<file path="src/rtl/ectg_pkg.sv">
// Shared types, widths and arctangent table for the ECEF to latitude/longitude block.
package ectg_pkg;

   localparam int POS_W      = 28;
   localparam int LAT_W      = 28;
   localparam int LON_W      = 29;
   localparam int OPD_W      = 33;
   localparam int DP_W       = 64;
   localparam int ANG_W      = 46;
   localparam int ANG_FRAC   = 16;
   localparam int RND_W      = ANG_W - ANG_FRAC;
   localparam int PRE_SHIFT  = 28;
   localparam int SQ_W       = 55;
   localparam int SHIFT_W    = 5;
   localparam int SQRT_STEPS = 32;
   localparam int QBITS      = 60;

   localparam logic [63:0] FULL45 = 64'd45000000 << ANG_FRAC;

   localparam logic signed [RND_W-1:0] LAT_LIM = RND_W'(90000000);
   localparam logic signed [RND_W-1:0] LON_LIM = RND_W'(180000000);

   typedef struct packed {
      logic zero;
      logic xy_zero;
   } vec_flags_type;

   typedef struct packed {
      logic signed [POS_W-1:0] x;
      logic signed [POS_W-1:0] y;
      logic signed [POS_W-1:0] z;
      vec_flags_type           flags;
   } sqrt_side_type;

   // shift-subtract quotient, elaboration use only
   function automatic logic [63:0] udiv(input logic [63:0] n, input logic [63:0] d);
      logic [64:0] r;
      logic [63:0] q;
      r = '0;
      q = '0;
      for (int b = 63; b >= 0; b--) begin
         r = {r[63:0], n[b]};
         if (r >= {1'b0, d}) begin
            r = r - {1'b0, d};
            q[b] = 1'b1;
         end
      end
      return q;
   endfunction

   // atan(2^-i) in Q60, i >= 1
   function automatic logic [63:0] atan_pow2(input int i);
      logic [63:0] sum;
      logic [63:0] term;
      logic        done;
      int          sh;
      sum  = '0;
      done = 1'b0;
      for (int k = 0; k < 64; k++) begin
         sh = i * (2 * k + 1);
         if (sh >= QBITS) done = 1'b1;
         if (!done) begin
            term = udiv(64'd1 << (QBITS - sh), 64'(2 * k + 1));
            if (k[0]) sum = sum - term;
            else sum = sum + term;
         end
      end
      return sum;
   endfunction

   // atan(1/3) in Q60
   function automatic logic [63:0] atan_third();
      logic [63:0] sum;
      logic [63:0] term;
      logic [63:0] p;
      logic        done;
      sum  = '0;
      p    = 64'd3;
      done = 1'b0;
      for (int k = 0; k < 40; k++) begin
         if (p > (64'd1 << QBITS)) done = 1'b1;
         if (!done) begin
            term = udiv(udiv(64'd1 << QBITS, p), 64'(2 * k + 1));
            if (k[0]) sum = sum - term;
            else sum = sum + term;
            p = p * 64'd9;
         end
      end
      return sum;
   endfunction

   function automatic logic [63:0] mul_div(input logic [63:0] x, input logic [63:0] m,
                                           input logic [63:0] d);
      logic [63:0] q;
      logic [63:0] r;
      q = '0;
      r = '0;
      for (int b = 63; b >= 0; b--) begin
         q = q << 1;
         r = r << 1;
         if (r >= d) begin
            r = r - d;
            q = q + 64'd1;
         end
         if (m[b]) begin
            r = r + x;
            if (r >= d) begin
               r = r - d;
               q = q + 64'd1;
            end
         end
      end
      return q;
   endfunction

   // arctangent table entry i, in 2^-16 microdegree
   function automatic logic [63:0] atan_entry(input int i);
      logic [63:0] quarter;
      quarter = atan_pow2(1) + atan_third();
      if (i == 0) return FULL45;
      return mul_div(atan_pow2(i), FULL45, quarter);
   endfunction

endpackage

</file>
<file path="src/rtl/ectg_norm.sv">
// Input register, common normalizing shift and squared horizontal radius.
module ectg_norm
   import ectg_pkg::*;
(
   input  logic                    clock,
   input  logic                    reset,
   input  logic                    en,
   input  logic                    in_valid,
   input  logic signed [POS_W-1:0] in_x,
   input  logic signed [POS_W-1:0] in_y,
   input  logic signed [POS_W-1:0] in_z,
   output logic                    out_valid,
   output logic [DP_W-1:0]         out_s2,
   output sqrt_side_type           out_side
);

   logic [4:0] v_ff;

   logic signed [POS_W-1:0] x1_ff, y1_ff, z1_ff;
   logic signed [POS_W-1:0] x2_ff, y2_ff, z2_ff;
   logic signed [POS_W-1:0] x3_ff, y3_ff, z3_ff;
   logic signed [POS_W-1:0] x4_ff, y4_ff, z4_ff;
   logic [SHIFT_W-1:0]      sh_ff;
   logic [SHIFT_W-1:0]      sh_in;
   vec_flags_type           f2_ff, f3_ff, f4_ff;
   vec_flags_type           f2_in;
   logic [SQ_W-1:0]         xx_ff, yy_ff;
   logic signed [2*POS_W-1:0] xx_in, yy_in;
   logic [SQ_W:0]           sum_in;
   logic [DP_W-1:0]         s2_ff;
   sqrt_side_type           side_ff;

   logic [POS_W-1:0] ax, ay, az, m;

   always_comb begin
      ax = POS_W'(x1_ff[POS_W-1] ? -x1_ff : x1_ff);
      ay = POS_W'(y1_ff[POS_W-1] ? -y1_ff : y1_ff);
      az = POS_W'(z1_ff[POS_W-1] ? -z1_ff : z1_ff);
      m  = ax;
      if (ay > m) m = ay;
      if (az > m) m = az;
      sh_in = '0;
      for (int b = 0; b < POS_W - 2; b++) begin
         if (m[b]) sh_in = SHIFT_W'(POS_W - 2 - b);
      end
      if (m[POS_W-1:POS_W-2] != 2'b00) sh_in = '0;
      f2_in.xy_zero = (x1_ff == '0) && (y1_ff == '0);
      f2_in.zero    = f2_in.xy_zero && (z1_ff == '0);
   end

   assign xx_in  = x3_ff * x3_ff;
   assign yy_in  = y3_ff * y3_ff;
   assign sum_in = {1'b0, xx_ff} + {1'b0, yy_ff};

   always_ff @(posedge clock) begin
      if (reset) begin
         v_ff <= '0;
      end else if (en) begin
         v_ff <= {v_ff[3:0], in_valid};
      end
   end

   always_ff @(posedge clock) begin
      if (en) begin
         x1_ff <= in_x;
         y1_ff <= in_y;
         z1_ff <= in_z;
         x2_ff <= x1_ff;
         y2_ff <= y1_ff;
         z2_ff <= z1_ff;
         sh_ff <= sh_in;
         f2_ff <= f2_in;
         x3_ff <= x2_ff <<< sh_ff;
         y3_ff <= y2_ff <<< sh_ff;
         z3_ff <= z2_ff <<< sh_ff;
         f3_ff <= f2_ff;
         xx_ff <= xx_in[SQ_W-1:0];
         yy_ff <= yy_in[SQ_W-1:0];
         x4_ff <= x3_ff;
         y4_ff <= y3_ff;
         z4_ff <= z3_ff;
         f4_ff <= f3_ff;
         s2_ff <= {sum_in[DP_W-9:0], 8'd0};
         side_ff.x     <= x4_ff;
         side_ff.y     <= y4_ff;
         side_ff.z     <= z4_ff;
         side_ff.flags <= f4_ff;
      end
   end

   assign out_valid = v_ff[4];
   assign out_s2    = s2_ff;
   assign out_side  = side_ff;

endmodule

</file>
<file path="config.mk">
export PLATFORM = sky130hd
export DESIGN_NAME = ectg_norm
export DESIGN_NICKNAME = d
export VERILOG_FILES = /design/src/rtl/ectg_pkg.sv /design/src/rtl/ectg_norm.sv
export SDC_FILE = /design/constraint.sdc
export NUM_CORES = 2
export LEC_CHECK = 0
export ABC_AREA = 1
export BUFFER_PORTS_ARGS = -buffer_cell sky130_fd_sc_hd__buf_2
export CORE_MARGIN = 2
export CORE_UTILIZATION = 45
export CTS_CLUSTER_SIZE = 10
export DETAILED_ROUTE_END_ITERATION = 12
export SYNTH_ARGS = -nofsm -noshare
export SYNTH_HDL_FRONTEND = slang
export SYNTH_SLANG_ARGS = --single-unit
</file>
<file path="constraint.sdc">
create_clock -name clock -period 8.9 [get_ports clock]
set_input_delay 1.78 -clock clock [delete_from_list [all_inputs] [get_ports clock]]
set_output_delay 1.78 -clock clock [all_outputs]
set_load 0.005 [all_outputs]
</file>
# After elaboration in Yosys (flattened, before gate mapping)
# Index checks and enable logic that the tools add are counted.
# W data, S select, Z words.
dict set report word_totals {
  reg_bits 604
  input_bits 88
  output_inout_bits 151
  elab_cells 84
}
dict set report op_classes {
  n_addsub 4
  mul 2
  order_cmp 2
  shifts 3
  mux 31
  reduce_logical 10
}
# cell count
set ops {}
lappend ops {{$mux W28} 5}
lappend ops {{$mul A28 B28 Y55} 2}
lappend ops {{$logic_not A28 Y1} 3}
lappend ops {{$neg A28 Y28} 3}
lappend ops {{$sshl A28 B5 Y28} 3}
lappend ops {{$add A55 B55 Y56} 1}
lappend ops {{$gt A28 B28 Y1} 2}
lappend ops {{$mux W5} 11}
lappend ops {{$mux W4} 8}
lappend ops {{$reduce_or A16 Y1} 1}
lappend ops {{$mux W3} 4}
lappend ops {{$reduce_or A8 Y1} 1}
lappend ops {{$mux W2} 2}
lappend ops {{$reduce_or A4 Y1} 1}
lappend ops {{$logic_and A1 B1 Y1} 2}
lappend ops {{$reduce_bool A2 Y1} 1}
lappend ops {{$reduce_or A2 Y1} 1}
lappend ops {{$mux W1} 1}

# Depth between registers and ports, before layout
dict set report logic_depth {
  ltp_word 32
  depth_mapped 65
  mapped_depth_nobuf 61
}

# Worst setup path after synthesis
# Ideal clock, no wire load.
dict set report synth_timing {
  path_kind {flip-flop to flip-flop}
  from {register y3_ff[11]}
  to {register yy_ff[51], data pin}
  arrival_time_ns 7.352
  t_required_ns 8.634
  setup_slack_ns 1.282
  stages_incl_launch_ff 36
  n_path_buf 2
  cell_sequence {edfxtp_1 clkbuf_1 buf_1 nand2_1 fa_1 inv_1 fa_1 fa_1 fa_1 inv_1 fa_1 inv_1 fa_1 fa_1 ha_1 ha_1 nand2_1 inv_1 nand4_1 o211ai_1 a21oi_1 o21ai_0 nand3_1 nand2_1 a21oi_1 o31ai_1 nand2_1 nand2_1 nand2_1 nand2_1 nand3_1 nand2_1 nand2_1 nor3_1 nor3_1 xor2_1}
}
dict set report synth_between {
  elab_chain_len 1
}
# item line_no
set synth_rtl {}
lappend synth_rtl {{start: declaration} ectg_norm.sv:21} ;# logic signed [POS_W-1:0] x3_ff, y3_ff, z3_ff;
lappend synth_rtl {{start signal: assignment} ectg_norm.sv:74} ;# y3_ff <= y2_ff <<< sh_ff;
lappend synth_rtl {{$mul A28 B28 Y55} ectg_norm.sv:52} ;# assign yy_in = y3_ff * y3_ff;
lappend synth_rtl {{named net yy_in[51]} ectg_norm.sv:28} ;# logic signed [2*POS_W-1:0] xx_in, yy_in;
lappend synth_rtl {{end signal: assignment} ectg_norm.sv:78} ;# yy_ff <= yy_in[SQ_W-1:0];
lappend synth_rtl {{end: declaration} ectg_norm.sv:27} ;# logic [SQ_W-1:0] xx_ff, yy_ff;
# The timed path passes the listed nets, and every way through them passes these cells.
# A chain may end at the register's enable or synchronous reset.

# Final worst setup path
dict set report layout_timing {
  from {register y3_ff[8]}
  to {register yy_ff[51], data pin}
}
# Same word-level chain as after synthesis.

==> results.toml <==
[timing]
timing.setup.tns_ns = 0
worst_slew_pin_tran_ns = 1.11
skew_ns = 0.0487
min_period_ns = 8.34
setup_viol = 0
drv_slew = 0
grt_setup_unrepaired = "false"
hold_violation_count_in_the_final_report = 0
max_slew_margin_pct = 26.1
timing.fmax_ghz = 0.120
post-route-period-util_pct = 93.7

[placement]
detailedPlacementHpwl_um = 172000
post_dp_cell_area_um2 = 82000
io_buffers = 230
place_inst = 10400
gpl_wtd_cong = 0.933

[cts]
h-tree-depth = 3
clkLatencyLatePin_ns = 0.71
postCtsSetupBuffers = 0
cts_buffer_count = 79
cts_root_buf = "sky130_fd_sc_hd__clkbuf_16"
clock_transition_at_the_register_clock_pins_on_the_worst_setup_and_hold_paths_after_cts_ns = 0.07
tritoncts_clock_tree = "built"
cts.repair.resized = 0
clock_sink_count = 600
clockBufferDepth = 3
cts_hold_buf = 0

[setup_path]
worst-r2r-setup-slack_ns = 0.56
timing.critical_path.arrival_ns = 8.79
endpoint_class_of_the_critical_path = "flop"
worstSetupPathType = "flop to flop"
critPathBufInv = 5
worstPathMaxFanout = 21
cp_top_family = "adder cells"
r2r_start = "y3_ff[8]$_SDFFCE_PP0P_"
cp-startpoint = "y3_ff[8]$_SDFFCE_PP0P_"
setup.worst_path.start_class = "flop"
r2r.worst_path.cells = 33
timing.critical_path.slowest_stage_cell = "sky130_fd_sc_hd__fa_1"
critical_path.most_common_cell = "sky130_fd_sc_hd__nand2_1"
critPathRequiredTime_ns = 9.35
cpPeakStageDelay_ns = 0.56
worst_r2r_endpoint = "yy_ff[51]$_DFFE_PP_"

[global_routing]
first_global_vias = 57300
grt_max_degree = 165
number_of_antenna_violations_at_the_first_check_in_global_routing = 8
grt.total_usage_pct = 24.2
grt_pass1_wl_um = 325000
grt_overflow = 0

[worst_hold_path]
timing.hold.worst_endpoint = "out_side[44]$_DFFE_PP_"
hold_start = "y4_ff[14]$_DFFE_PP_"
worst_hold_path.num_cells = 0
worstHoldPathType = "flop to flop"

[floorplan]
floorplan.core_area_um2 = 172000
die_h_um = 421
fp.dieArea_um2 = 177000
floorplan.initialDensity_pct = 45.4
ioPinCount = 239
die_x_um = 421
rows = 152

[final_layout]
layout_commonest_cell = "sky130_fd_sc_hd__inv_1"
finish.utilization_pct = 49.1
top_library_cells_by_usage_in_the_layout_fill_and_taps_aside = "sky130_fd_sc_hd__inv_1, sky130_fd_sc_hd__nand2_1, sky130_fd_sc_hd__fa_1, sky130_fd_sc_hd__edfxtp_1, sky130_fd_sc_hd__ha_1"
stdcell_area_um2 = 84400
fillCellCount = 16100
final_layout_size_suffix_gt1_share_pct = 6.52
final_nets = 10300
area.growth.synth_to_final_pct = 8.04
fin_cells = 10500

[logic_synthesis]
synth-edff-count = 595
synth_top_cell_area_share_pct = 38.6
synth-warning-count = 0
syn_avg_cell_area_um2 = 9.72
synth.area.top_cells = "sky130_fd_sc_hd__fa_1, sky130_fd_sc_hd__edfxtp_1, sky130_fd_sc_hd__inv_1"
post-synth-top-area-cell = "sky130_fd_sc_hd__fa_1"
ys_seq_elements = 600
postSynth.asyncResetShare_pct = 0
yosysSeqAreaShare_pct = 23.0
syn-instance-count = 8035
synth_cell_type_count = 61
synthFlopType = "sky130_fd_sc_hd__edfxtp_1"
syn-cell-area_um2 = 78100

[drt]
detailedRoute.firstIterationViolations = 3797
avgViaCountPerCell = 5.03
postRouteAntennaNets = 0
via_count = 53100
dr.pass1.iters = 6
post_drt_wl_per_cell_um = 19.5
total_wirelength_um = 206000
detail_route.drc_violations = 0

[job]
cap_violations = 0

[run_status]
run_status = "finished, final reports clean"
[stage by stage]
stage	setup WS, ns	hold slack [ns]
after floorplan	1.28	0.400
after global placement	0.654	0.403
after detailed placement	0.534	0.405
after CTS	0.527	0.369
after global routing	0.0246	0.395
final	0.563	0.375
[cell families (layout without fill, tap and decap cells)]
family,Yosys count,after routing,share of synthesized area (%)
compound gates,690,690,5.02
xor+xnor,268,268,3.01
fa+ha+maj,2005,2005,46.6
buf+inv,2418,2607,11.7
flops,600,600,23.0
mux,15,15,0.192
other cells,1,11,0.00480
simple gates,2038,2038,10.4
[worst max path at each step]
stage	to	slack, ns	depth (start not counted)
6_report	yy_ff[51]$_DFFE_PP_	0.56	33
5_1_grt	xx_ff[54]$_DFFE_PP_	0.02	42
4_1_cts	yy_ff[51]$_DFFE_PP_	0.53	32
3_5_place_dp	yy_ff[51]$_DFFE_PP_	0.53	32
3_3_place_gp	yy_ff[51]$_DFFE_PP_	0.65	33
2_1_floorplan	yy_ff[51]$_DFFE_PP_	1.28	35
[cell type report]
class	instances	area, um^2	area share [%]
multi-input combinational	5024	51000	60.4
sequential	600	18000	21.3
inverter	2128	7990	9.47
tap	2310	2890	3.43
timing repair buffer	360	2210	2.62
clock buffer	92	2030	2.40
clock inverter	27	295	0.350
antenna	3	7.51	0.00890
[worst reg2reg max path: cells and delay by family, from the launching register on]
kind                       cells  cell delay, ns
adders and majority gates      9            4.19
buffers and inverters          5            0.73
DFF                            1            0.53
AOI/OAI and AO/OA              5            1.07
and+or+nand+nor               13            1.43
xor gates and xnor gates       1            0.15
[flip-flops by register name, indices dropped and copies added (netlist names), 53 cells and up]
register  flops
out_side     86
out_s2       56
xx_ff        53
yy_ff        53
[Yosys cell counts (all sizes together), types with 10 or more instances]
cell	n
o21bai	10
nor2	253
o211ai	22
mux2i	15
nand3	164
nor3	39
nand4	33
buf	112
xor2	180
nand2	1515
o21ai	268
o31ai	17
fa	1506
or2	25
a31oi	58
xnor2	88
inv	2124
clkbuf	178
a21oi	253
o21a	12
edfxtp	595
ha	499
[layer usage]
metal	routed length (um)	vias up	GRT usage (%)
li1	-	24400	-
met1	85500	26700	32.2
met2	98600	1586	40.2
met3	11700	369	2.90
met4	10100	4	10.3
met5	31	-	0
Power is not shown: default switching activity piles up to over one toggle a cycle in this logic, so the estimate is an artifact.
